[config.mk]
export PLATFORM = sky130hd
export DESIGN_NAME = automaton_pattern_search
export DESIGN_NICKNAME = d
export VERILOG_FILES = /design/src/hdl/aps_pkg.sv /design/src/hdl/aps_cell.sv /design/src/hdl/aps_out_buf.sv /design/src/hdl/automaton_pattern_search.sv
export SDC_FILE = /design/constraint.sdc
export NUM_CORES = 1
export LEC_CHECK = 0
export CAP_MARGIN = 10
export CELL_PAD_IN_SITES_DETAIL_PLACEMENT = 0
export CELL_PAD_IN_SITES_GLOBAL_PLACEMENT = 1
export CORE_MARGIN = 8
export CORE_UTILIZATION = 39
export CTS_BUF_LIST = sky130_fd_sc_hd__clkbuf_4
export DETAILED_ROUTE_END_ITERATION = 8
export DONT_BUFFER_PORTS = 1
export PLACE_DENSITY = 0.64
export SLEW_MARGIN = 20
export SYNTH_ARGS = -nofsm -noshare
export SYNTH_HDL_FRONTEND = slang
export SYNTH_HIERARCHICAL = 1
export SYNTH_SLANG_ARGS = --single-unit
[constraint.sdc]
create_clock -name clk -period 5.85 [get_ports clk]
set_input_delay 0.2925 -clock clk [delete_from_list [all_inputs] [get_ports clk]]
set_output_delay 0.2925 -clock clk [all_outputs]
set_load 0.01 [all_outputs]
[src/hdl/aps_pkg.sv]
// Package for the automaton pattern search block.
// Holds the payload and control structs, register codes and sizing constants.
// No dependencies.
package aps_pkg;

	localparam int MAX_PATTERN = 8;
	localparam int PAT_IDX_W   = (MAX_PATTERN > 1) ? $clog2(MAX_PATTERN) : 1;
	localparam int BYTE_W      = 8;
	localparam int LEN_W       = 4;
	localparam int IDX_W       = 16;
	localparam int CFG_W       = 64;
	localparam int CFG_IDX_W   = 1;

	localparam logic [IDX_W-1:0] IDX_MAX = {IDX_W{1'b1}};

	typedef enum logic [CFG_IDX_W-1:0] {
		REG_PATTERN_BYTES  = 1'b0,
		REG_PATTERN_LENGTH = 1'b1
	} cfg_reg_t;

	typedef struct packed {
		logic [BYTE_W-1:0] text_byte;
		logic              last_of_text;
	} in_item_t;

	typedef struct packed {
		logic             found;
		logic [IDX_W-1:0] match_start;
	} out_item_t;

	// Shared control for the row of matcher cells.
	typedef struct packed {
		logic step;
		logic clear;
	} cell_ctl_t;

endpackage

[src/hdl/aps_cell.sv]
// One matcher cell: tracks whether pattern prefix k+1 ends at the current byte.
// Depends on aps_pkg.
module aps_cell (
	input  logic                       clk,
	input  logic                       arst_n,
	input  aps_pkg::cell_ctl_t         ctl,
	input  logic [aps_pkg::BYTE_W-1:0] text_byte,
	input  logic [aps_pkg::BYTE_W-1:0] pat_byte,
	input  logic                       prev_hit,
	output logic                       hit,
	output logic                       hit_next
);
	import aps_pkg::*;

	logic hit_q;

	// Extend the neighbour's partial match by one byte.
	assign hit_next = prev_hit && (text_byte == pat_byte);
	assign hit      = hit_q;

	always_ff @(posedge clk or negedge arst_n) begin
		if (!arst_n) begin
			hit_q <= 1'b0;
		end else if (ctl.clear) begin
			hit_q <= 1'b0;
		end else if (ctl.step) begin
			hit_q <= hit_next;
		end
	end

endmodule

[src/hdl/aps_out_buf.sv]
// Two-entry output stage (output register plus skid register) for result requests.
// Depends on aps_pkg.
module aps_out_buf (
	input  logic              clk,
	input  logic              arst_n,
	input  logic              push,
	input  aps_pkg::out_item_t push_data,
	output logic              space,
	output logic              result_valid,
	input  logic              result_ready,
	output aps_pkg::out_item_t result
);
	import aps_pkg::*;

	logic      out_valid_q;
	logic      skid_valid_q;
	out_item_t out_q;
	out_item_t skid_q;
	logic      pop;

	assign pop          = out_valid_q && result_ready;
	assign space        = !skid_valid_q;
	assign result_valid = out_valid_q;
	assign result       = out_q;

	always_ff @(posedge clk or negedge arst_n) begin
		if (!arst_n) begin
			out_valid_q  <= 1'b0;
			skid_valid_q <= 1'b0;
		end else if (pop) begin
			out_valid_q  <= skid_valid_q || push;
			skid_valid_q <= 1'b0;
		end else if (push) begin
			if (!out_valid_q) begin
				out_valid_q <= 1'b1;
			end else begin
				skid_valid_q <= 1'b1;
			end
		end
	end

	always_ff @(posedge clk) begin
		if (pop && skid_valid_q) begin
			out_q <= skid_q;
		end
		if (push) begin
			if (!out_valid_q || pop) begin
				out_q <= push_data;
			end else begin
				skid_q <= push_data;
			end
		end
	end

	a_skid_needs_out: assert property (@(posedge clk) disable iff (!arst_n)
		skid_valid_q |-> out_valid_q)
		else $error("skid entry held without an output entry");

	a_skid_holds: assert property (@(posedge clk) disable iff (!arst_n)
		(skid_valid_q && !result_ready) |=> (skid_valid_q && $stable(skid_q)))
		else $error("skid entry lost while output stalled");

endmodule

[src/hdl/automaton_pattern_search.sv]
// A text request's result enters the output stage when the request is accepted.
// Throughput: one byte per cycle unless stalled; the row stops stepping after a match.
// A two-entry output stage keeps text flowing; text stalls only while both entries wait.
// Reset (arst_n low) clears match cells, byte index, report flag and output stage;
// pattern_bytes resets to 0 and pattern_length to 1. No clearing pass is needed.
module automaton_pattern_search (
	input  logic                          clk,
	input  logic                          arst_n,
	input  logic                          text_valid,
	output logic                          text_ready,
	input  aps_pkg::in_item_t             text,
	output logic                          result_valid,
	input  logic                          result_ready,
	output aps_pkg::out_item_t            result,
	input  logic                          cfg_we,
	input  logic [aps_pkg::CFG_IDX_W-1:0] cfg_index,
	input  logic [aps_pkg::CFG_W-1:0]     cfg_data
);
	import aps_pkg::*;

	// Configuration registers.
	logic [CFG_W-1:0] pattern_q;
	logic [LEN_W-1:0] length_q;

	// Stream state: index of the next byte and the "result already given" flag.
	// The match state itself lives as one bit per cell in the row below
	// (bit k set means the first k+1 pattern bytes end at the latest byte).
	logic [IDX_W-1:0] byte_idx_q;
	logic             reported_q;

	logic                 text_accept;
	logic                 buf_space;
	logic [PAT_IDX_W-1:0] m_idx;
	cell_ctl_t            ctl;
	logic [MAX_PATTERN-1:0] hit;
	logic [MAX_PATTERN-1:0] hit_next;
	logic [MAX_PATTERN-1:0] prev_hit;
	logic                 found_now;
	logic                 push;
	out_item_t            push_data;

	// Accept text whenever the skid slot is free; the output register may be busy.
	assign text_ready  = buf_space;
	assign text_accept = text_valid && text_ready;

	// Effective pattern length minus one: treat 0 as 1, clamp above the cell count.
	always_comb begin
		if (length_q == '0) begin
			m_idx = '0;
		end else if (length_q > LEN_W'(MAX_PATTERN)) begin
			m_idx = PAT_IDX_W'(MAX_PATTERN - 1);
		end else begin
			m_idx = PAT_IDX_W'(length_q - LEN_W'(1));
		end
	end

	// Step the row only while still searching; drop the whole stream state at
	// the end of a text or on any register write so a text in progress restarts.
	assign ctl.step  = text_accept && !reported_q;
	assign ctl.clear = cfg_we || (text_accept && text.last_of_text);

	// Row of matcher cells: each cell takes its left neighbour's hit from the
	// previous byte, cell 0 always starts a fresh candidate.
	genvar k;
	generate
		for (k = 0; k < MAX_PATTERN; k++) begin : g_cell
			if (k == 0) begin : g_head
				assign prev_hit[k] = 1'b1;
			end else begin : g_body
				assign prev_hit[k] = hit[k-1];
			end
			aps_cell u_cell (
				.clk       (clk),
				.arst_n    (arst_n),
				.ctl       (ctl),
				.text_byte (text.text_byte),
				.pat_byte  (pattern_q[k*BYTE_W +: BYTE_W]),
				.prev_hit  (prev_hit[k]),
				.hit       (hit[k]),
				.hit_next  (hit_next[k])
			);
		end
	endgenerate

	// A full match shows in the cell for the last pattern byte.
	assign found_now = ctl.step && hit_next[m_idx];

	// Report the first match, or "not found" at the last byte of a text without one.
	assign push = ctl.step && (found_now || text.last_of_text);

	always_comb begin
		push_data.found       = found_now;
		push_data.match_start = '0;
		if (found_now) begin
			// start = index + 1 - length, modulo the index width
			push_data.match_start = byte_idx_q - IDX_W'(m_idx);
		end
	end

	aps_out_buf u_out_buf (
		.clk          (clk),
		.arst_n       (arst_n),
		.push         (push),
		.push_data    (push_data),
		.space        (buf_space),
		.result_valid (result_valid),
		.result_ready (result_ready),
		.result       (result)
	);

	// Configuration writes; each valid write also restarts the stream (see ctl.clear).
	always_ff @(posedge clk or negedge arst_n) begin
		if (!arst_n) begin
			pattern_q <= '0;
			length_q  <= LEN_W'(1);
		end else if (cfg_we) begin
			case (cfg_reg_t'(cfg_index))
				REG_PATTERN_BYTES:  pattern_q <= cfg_data;
				REG_PATTERN_LENGTH: length_q  <= cfg_data[LEN_W-1:0];
				default: ;
			endcase
		end
	end

	// Byte index and report flag. The index keeps counting after a report until the
	// last byte of the text clears it; it holds at its maximum instead of wrapping.
	always_ff @(posedge clk or negedge arst_n) begin
		if (!arst_n) begin
			byte_idx_q <= '0;
			reported_q <= 1'b0;
		end else if (ctl.clear) begin
			byte_idx_q <= '0;
			reported_q <= 1'b0;
		end else if (text_accept) begin
			if (byte_idx_q != IDX_MAX) begin
				byte_idx_q <= byte_idx_q + IDX_W'(1);
			end
			if (found_now) begin
				reported_q <= 1'b1;
			end
		end
	end

	a_match_latches: assert property (@(posedge clk) disable iff (!arst_n)
		(found_now && !text.last_of_text && !cfg_we) |=> reported_q)
		else $error("match reported but search not stopped");

	a_cfg_restarts: assert property (@(posedge clk) disable iff (!arst_n)
		cfg_we |=> (byte_idx_q == '0 && !reported_q && hit == '0))
		else $error("register write did not restart the stream");

	a_index_saturates: assert property (@(posedge clk) disable iff (!arst_n)
		(byte_idx_q == IDX_MAX && text_accept && !text.last_of_text && !cfg_we)
		|=> byte_idx_q == IDX_MAX)
		else $error("byte index wrapped");

	a_no_push_after_report: assert property (@(posedge clk) disable iff (!arst_n)
		reported_q |-> !push)
		else $error("second result for one text");

endmodule

### After elaboration in Yosys (flattened, before gate mapping)

Cells that the tools add are included.

* register bits after elaboration: 128
* input bits: 79
* output and inout port bits: 19

* add/sub/neg operators: 3
* magnitude comparators: 2
* eq/ne operators: 9
* multiplexer cells: 33
* bitwise logic cells: 2
* reductions and logical operators: 34

Operator list (number)
* $eq 8x8->1: 8
* $mux 16: 4
* $mux 17: 3
* $mux 1: 23
* $add 16x1->16 const B: 1
* $ne 16x16->1 const B: 1
* $sub 16x3->16: 1
* $logic_and 1x1->1: 14
* $reduce_and 2->1: 6
* $reduce_bool 2->1: 6
* $mux 3: 2
* $gt 4x4->1 const B: 1
* $logic_not 4->1: 1
* $logic_or 1x1->1: 4
* $lt 3x4->1 const B: 1
* $bmux 1 s3: 1
* $logic_not 1->1: 3
* $sub 3x1->3 const B: 1
* $not 1->1: 2

### Logic depth before layout (Yosys ltp)

Gate-level depths: netlist (run 1).

* word-level depth: 10
* depth in mapped cells: 13
* mapped depth without buffers: 13

### Modules after synthesis

The synthesis (run 1) kept the hierarchy.

Modules (own cells, without submodules)
* automaton_pattern_search: instances 1, cells each 344, area an instance 4250.3 um^2
* aps_out_buf: instances 1, cells each 81, area an instance 1441.4 um^2
* aps_cell: instances 8, cells each 18, area an instance 142.6 um^2

### Worst setup path after synthesis (run 1)

Ideal clock, no wire load.

* kind: register to register
* start point: register length_q[0]
* end point: register u_out_buf.out_q (netlist bit u_out_buf/result[10])
* library setup time: 0.121 ns
* arrival time: 3.310 ns
* required time: 5.729 ns
* slack: 2.418 ns
* cell stages (with the launch flop): 14
* buffers on the path: 0
* cells stage by stage: dfstp_2 -> inv_1 -> ha_1 -> nand2b_1 -> o21a_1 -> ha_1 -> inv_1 -> fa_1 -> a2111o_1 -> or4_4 -> nor3_1 -> xnor2_1 -> a211oi_1 -> mux2_4

RTL lines
* start: declaration: line automaton_pattern_search.sv:23 `logic [LEN_W-1:0] length_q;`
* start signal: assignment: line automaton_pattern_search.sv:119 `REG_PATTERN_LENGTH: length_q <= cfg_data[LEN_W-1:0];`
* end signal: assignment: line aps_out_buf.sv:44 `out_q <= skid_q;`
* end signal: assignment: line aps_out_buf.sv:48 `out_q <= push_data;`
* end: declaration: line aps_out_buf.sv:17 `out_item_t out_q;`

==> results.ini, run 1 <==
[grt]
grt_max_degree=95
overflow=0
grtUsageTotal_pct=14.2
grt_pass1_vias=4696
grt_pass1_wl_um=24600
antenna_found_initial=2

[power_and_ir_drop]
p_leak_nw=3.25
irDropWorstVdd_uv=175
power_density_nw_per_um2=301

[sta]
slew_headroom_pct=45.9
fin_crit_sh_pct=63.7
skew_ns=0.0202
hold_viol=0
post-route-min-period_ns=3.73
max_clock_freq_mhz=268
final.setup.tns_ns=0
rsz0062_at_grt=false
setup_viol=0
worst_pin_slew_ns=0.812
slew_viol_final=0

[die]
start_util_pct=39.5
dieArea_um2=21900
dieHeight_um=148
rows=48
fp.dieW_um=148
core-area_um2=17200
io_pins=98

[routing]
vias=4343
antenna_left=0
via_per_inst=5.02
post_drt_wl_per_cell_um=17.0
drtPass1Iterations=4
drc=0
drt_iter0_markers=186
postRouteWirelength_um=14700

[run_status]
status=finished clean

[cts]
post_cts_buffers=0
cts.reportedPaths.clkPinSlew_ns=0.12
clock-sinks=128
cts_buffer_depth=2
cts_root_buf=clkbuf_4
clock_latency_ns=0.54
htree_levels=4
cts_tree=done
ctsHoldBuffers=68
cts_made_buffers=17
cts_resized=0

[logic_synthesis]
syn-num-nets=649
syn_inst=563
avgSynthCellArea_um2=12.0
yosysWarningCount=6
syn_area_um2=6780

[placed_design]
dp_hpwl_um=10600
port_buffers=0
gp_congestion=0.754

[job]
max_cap_viol_count=0

[min_path]
hp-class=input port to register
holdPathStages=3

[cells_and_area]
syn_to_final_growth_pct=16.3
final_util_pct=45.9
drive_gt1_share_pct=23.6
nets=712

[worst_setup_path]
endpoint_kind=register
worst-r2r-cell-count=13
startpoint_type=register
cp_max_fo=7
crit_required_ns=6.35
critPathArrivalTime_ns=4.22
path_class=register to register

==> worst max-delay path: stages (launching register included) <==
cell and delay, ns:
dfstp_2 0.59, inv_1 0.07, ha_1 0.22, nand2b_1 0.20, o21a_1 0.23, ha_1 0.16, inv_1 0.04, fa_1 0.42
a2111o_1 0.50, or4_4 0.46, nor3_1 0.19, xnor2_1 0.09, a211oi_1 0.30, mux2_4 0.21
==> registers in the layout, indices dropped and copies added (netlist names) <==
name                    cells
pattern_q                  64
u_out_buf/result           17
g_cell.u_cell/hit           7
u_out_buf/result_valid      1
byte_idx_q                 16
length_q                    4
u_out_buf/skid_valid_q      1
u_out_buf/skid_q           17
reported_q                  1
==> path summary, 6_finish.rpt <==
kind	start	end	slack [ns]
worst max-delay path	length_q[0]	u_out_buf/result[10]	2.12
worst min-delay path	text[1]	g_cell[3].u_cell/hit	0.04
worst max register to register	length_q[0]	u_out_buf/result[10]	2.12
worst min register to register	g_cell[4].u_cell/hit	g_cell[4].u_cell/hit	0.50
max in group asynchronous	arst_n	length_q[0]	5.13
min in group asynchronous	arst_n	pattern_q[8]	0.30
==> cells in the final DEF (no fill, tap or decap), types with 4 or more instances in the layout <==
| cell | count |
|---|---|
| nand2_1 | 22 |
| xor2_1 | 53 |
| a211oi_1 | 16 |
| ha_1 | 6 |
| or4_1 | 7 |
| and3_1 | 5 |
| nand3_1 | 6 |
| clkbuf_4 | 18 |
| inv_1 | 12 |
| o211ai_1 | 7 |
| mux2_2 | 83 |
| edfxtp_1 | 17 |
| o21ai_0 | 4 |
| nand4_1 | 12 |
| o21ai_1 | 8 |
| mux2_4 | 20 |
| xnor2_1 | 39 |
| nor2b_1 | 4 |
| nor3_1 | 4 |
| or2b_1 | 7 |
| dfxtp_1 | 17 |
| nor4_1 | 10 |
| dfrtp_1 | 93 |
| a21oi_1 | 6 |
| nor2_1 | 37 |
| dlygate4sd3_1 | 67 |
==> routing by layer <==
layer  global-route usage (%)  wire length, um  vias up
li1                         -                -     2134
met4                     5.71              264        2
met2                     22.5             6900      109
met5                        0               12        -
met3                     5.50             1150       21
met1                     17.1             6360     2077
==> where the power goes <==
part           leakage [nW]  switching (W)  internal, W  total (W)
clock                 0.154       0.000338     0.000299   0.000637
sequential             1.45       0.000112      0.00104    0.00115
combinational          1.64       0.000263     0.000328   0.000591
total                  3.25       0.000712      0.00166    0.00237
==> cell type report <==
type,instances,area [um2]
multi-input cells,396,3330
inverters,12,45.0
well taps,225,282
repair buffers,71,721
clock buffers,18,135
flip-flops and latches,128,3200
clock inverters,14,165
diodes,1,2.50
fillers,1610,9290
==> per-stage QoR <==
step	power, W	cells	instance area [um2]	hold slack [ns]	setup WS [ns]
after global routing	0.00252	865	7890	0.0137	1.87
final	0.00237	865	7890	0.0419	2.12
after global placement	0.00169	764	6880	0.0000610	2.20
after CTS	0.00241	864	7880	0.000959	2.10
after floorplan	0.00162	563	6780	-0.00309	2.42
after detailed placement	0.00171	764	6880	0.000471	2.12
(Power assumes the default switching activity.)
==> inputs of run 2 (changes only) <==
- clock period: 5.85 -> 3.7 ns (I/O delays scaled with it)
==> results.ini, run 2 (synthesis results as in run 1) <==
[run_status]
status=finished clean

[cells_and_area]
seqCellArea_um2=3200
stdcell_area_um2=8100
final_common_cell=dfrtp_1
top_register=pattern_q
largest_reg_flops=64
nFillCells=1588
drive_gt1_share_pct=23.8
syn_to_final_growth_pct=19.5
nets=734
final_cell_mix=dfrtp_1, dlygate4sd3_1, mux2_2, xor2_1, xnor2_1
final_cells=888
multi_input_area_um2=3340

[power_and_ir_drop]
seqPwrFrac_pct=47.9
irDropWorstVdd_uv=284
swShare_pct=30.1
switchingPower_w=0.00114
comb_power_share_pct=25.8
clockPowerShare_pct=26.3
power_density_nw_per_um2=468
p_leak_nw=3.34
internal_power_w=0.00265

[worst_setup_path]
r2r_start=length_q[0]
worst-r2r-cell-count=12
path_delay_family=adder cells
cpMaxStageDelayCell=dfstp_2
cp_common_cell=inv_1
slowest_delay_ns=0.60
endpoint_kind=register
r2r_slack_ns=0.25
path_class=register to register
critPathArrivalTime_ns=3.89
startpoint_type=register
crit_required_ns=4.14
path_buf_inv=2
reg2reg_to=u_out_buf/result[10]
cp_max_fo=7
crit_chain=inv_1 -> ha_1 -> nand2b_2 -> maj3_1 -> inv_1 -> fa_1 -> a2111o_1 -> or4_4 -> nor3_2 -> xnor2_1 -> a211oi_2 -> mux2_4

[grt]
grt_pass1_vias=4853
grtUsageTotal_pct=15.2
grt.met1_usage_pct=17.5
top_usage_layer=met2
use_met2_pct=25.0
grt_max_degree=95
use_met3_pct=6.08
grt_pass1_wl_um=26000
overflow=0
antenna_found_initial=1

[min_path]
worstHoldEndpoint=g_cell[2].u_cell/hit
hp-class=input port to register
min-delay-start=text[2]
holdPathStages=4

[cts]
clock_latency_ns=0.54
cts_made_buffers=17
cts.reportedPaths.clkPinSlew_ns=0.11
cts_tree=done
htree_levels=4
clock-sinks=128
cts_root_buf=clkbuf_4
post_cts_buffers=0
cts_buffer_depth=2

[sta]
holdWs_ns=0.0525
post-route-min-period_ns=3.45
slew_viol_final=0
hold_viol=0
max_clock_freq_mhz=290
fin_crit_sh_pct=93.3
skew_ns=0.0181
fin_ws_ns=0.250
final.setup.tns_ns=0
rsz0062_at_grt=false
worst_pin_slew_ns=1.03
setup_viol=0
slew_headroom_pct=31.6

[die]
dieArea_um2=21900
dieHeight_um=148
core-area_um2=17200
fp.dieW_um=148
rows=48
io_pins=98
start_util_pct=39.5

[job]
max_cap_viol_count=0

[routing]
vias=4533
drc=0
antenna_left=0
post_drt_wl_per_cell_um=18.0
drt_iter0_markers=163
postRouteWirelength_um=15900
via_per_inst=5.10
drtPass1Iterations=4

[placed_design]
port_buffers=0
dp_slack_ns=0.113
placed_area_um2=6900
gp_congestion=0.737
dp_cells=767
dp_hpwl_um=10700

[run 2: cell types whose count changed in the layout (fill, tap and decap cells not counted), sizes merged]
cell and delta:
buf +3, dlygate4sd3 +19, inv -1, diode +2, clkinv -1, clkbuf +1
[run 2: timing repair]
| item | CTS | global route |
|---|---|---|
| hold endpoints to repair | 171 | 6 |
| hold buffers | 86 | 1 |
| setup endpoints to repair | 0 | 2 |
| resized for setup | 0 | 3 |
[run 2: power by group through the flow]
stage / Clock (W) / Combinational [W] / Sequential (W)
final: 0.000996 / 0.000980 / 0.00182
after floorplan: 0 / 0.000765 / 0.00180
after CTS: 0.00103 / 0.000979 / 0.00182
after global placement: 0 / 0.000841 / 0.00184
after global routing: 0.00111 / 0.00109 / 0.00185
after detailed placement: 0 / 0.000864 / 0.00185
[run 2: worst max-delay path by stage]
stage / startpoint / endpoint / slack [ns] / depth (start not counted)
detailed placement: length_q[0] / u_out_buf/result[10] / 0.11 / 12
finish: length_q[0] / u_out_buf/result[10] / 0.25 / 12
global route: text[7] / u_out_buf/skid_q[1] / 0.06 / 12
floorplan: length_q[0] / u_out_buf/result[10] / 0.27 / 13
CTS: length_q[0] / u_out_buf/result[10] / 0.08 / 12
global placement: length_q[0] / u_out_buf/result[10] / 0.22 / 12
[run 2: per-layer routing]
layer | vias to the layer above | routed length [um]
met4 | 0 | 332
met1 | 2216 | 6830
li1 | 2179 | -
met2 | 114 | 7720
met3 | 24 | 1060
met5 | - | 0
[run 2: worst reg2reg max path, cell delays in order, from the launching register on]
cell,delay (ns)
dfstp_2,0.60
inv_1,0.08
ha_1,0.23
nand2b_2,0.15
maj3_1,0.26
inv_1,0.09
fa_1,0.46
a2111o_1,0.41
or4_4,0.44
nor3_2,0.14
xnor2_1,0.15
a211oi_2,0.07
mux2_4,0.29
[run 2: area by class of cell]
cell class | instances | area share [%]
multi-input combinational | 396 | 41.3
sequential | 128 | 39.5
timing repair buffer | 93 | 11.5
tap | 225 | 3.47
clock inverter | 12 | 1.79
clock buffer | 19 | 1.76
inverter | 12 | 0.556
antenna | 3 | 0.0926
[run 2: per-stage QoR]
step	total power, W	utilization, %
floorplan	0.00257	-
global placement	0.00268	40.2
detailed placement	0.00272	40.2
CTS	0.00383	47.0
global route	0.00404	47.2
finish	0.00379	47.2
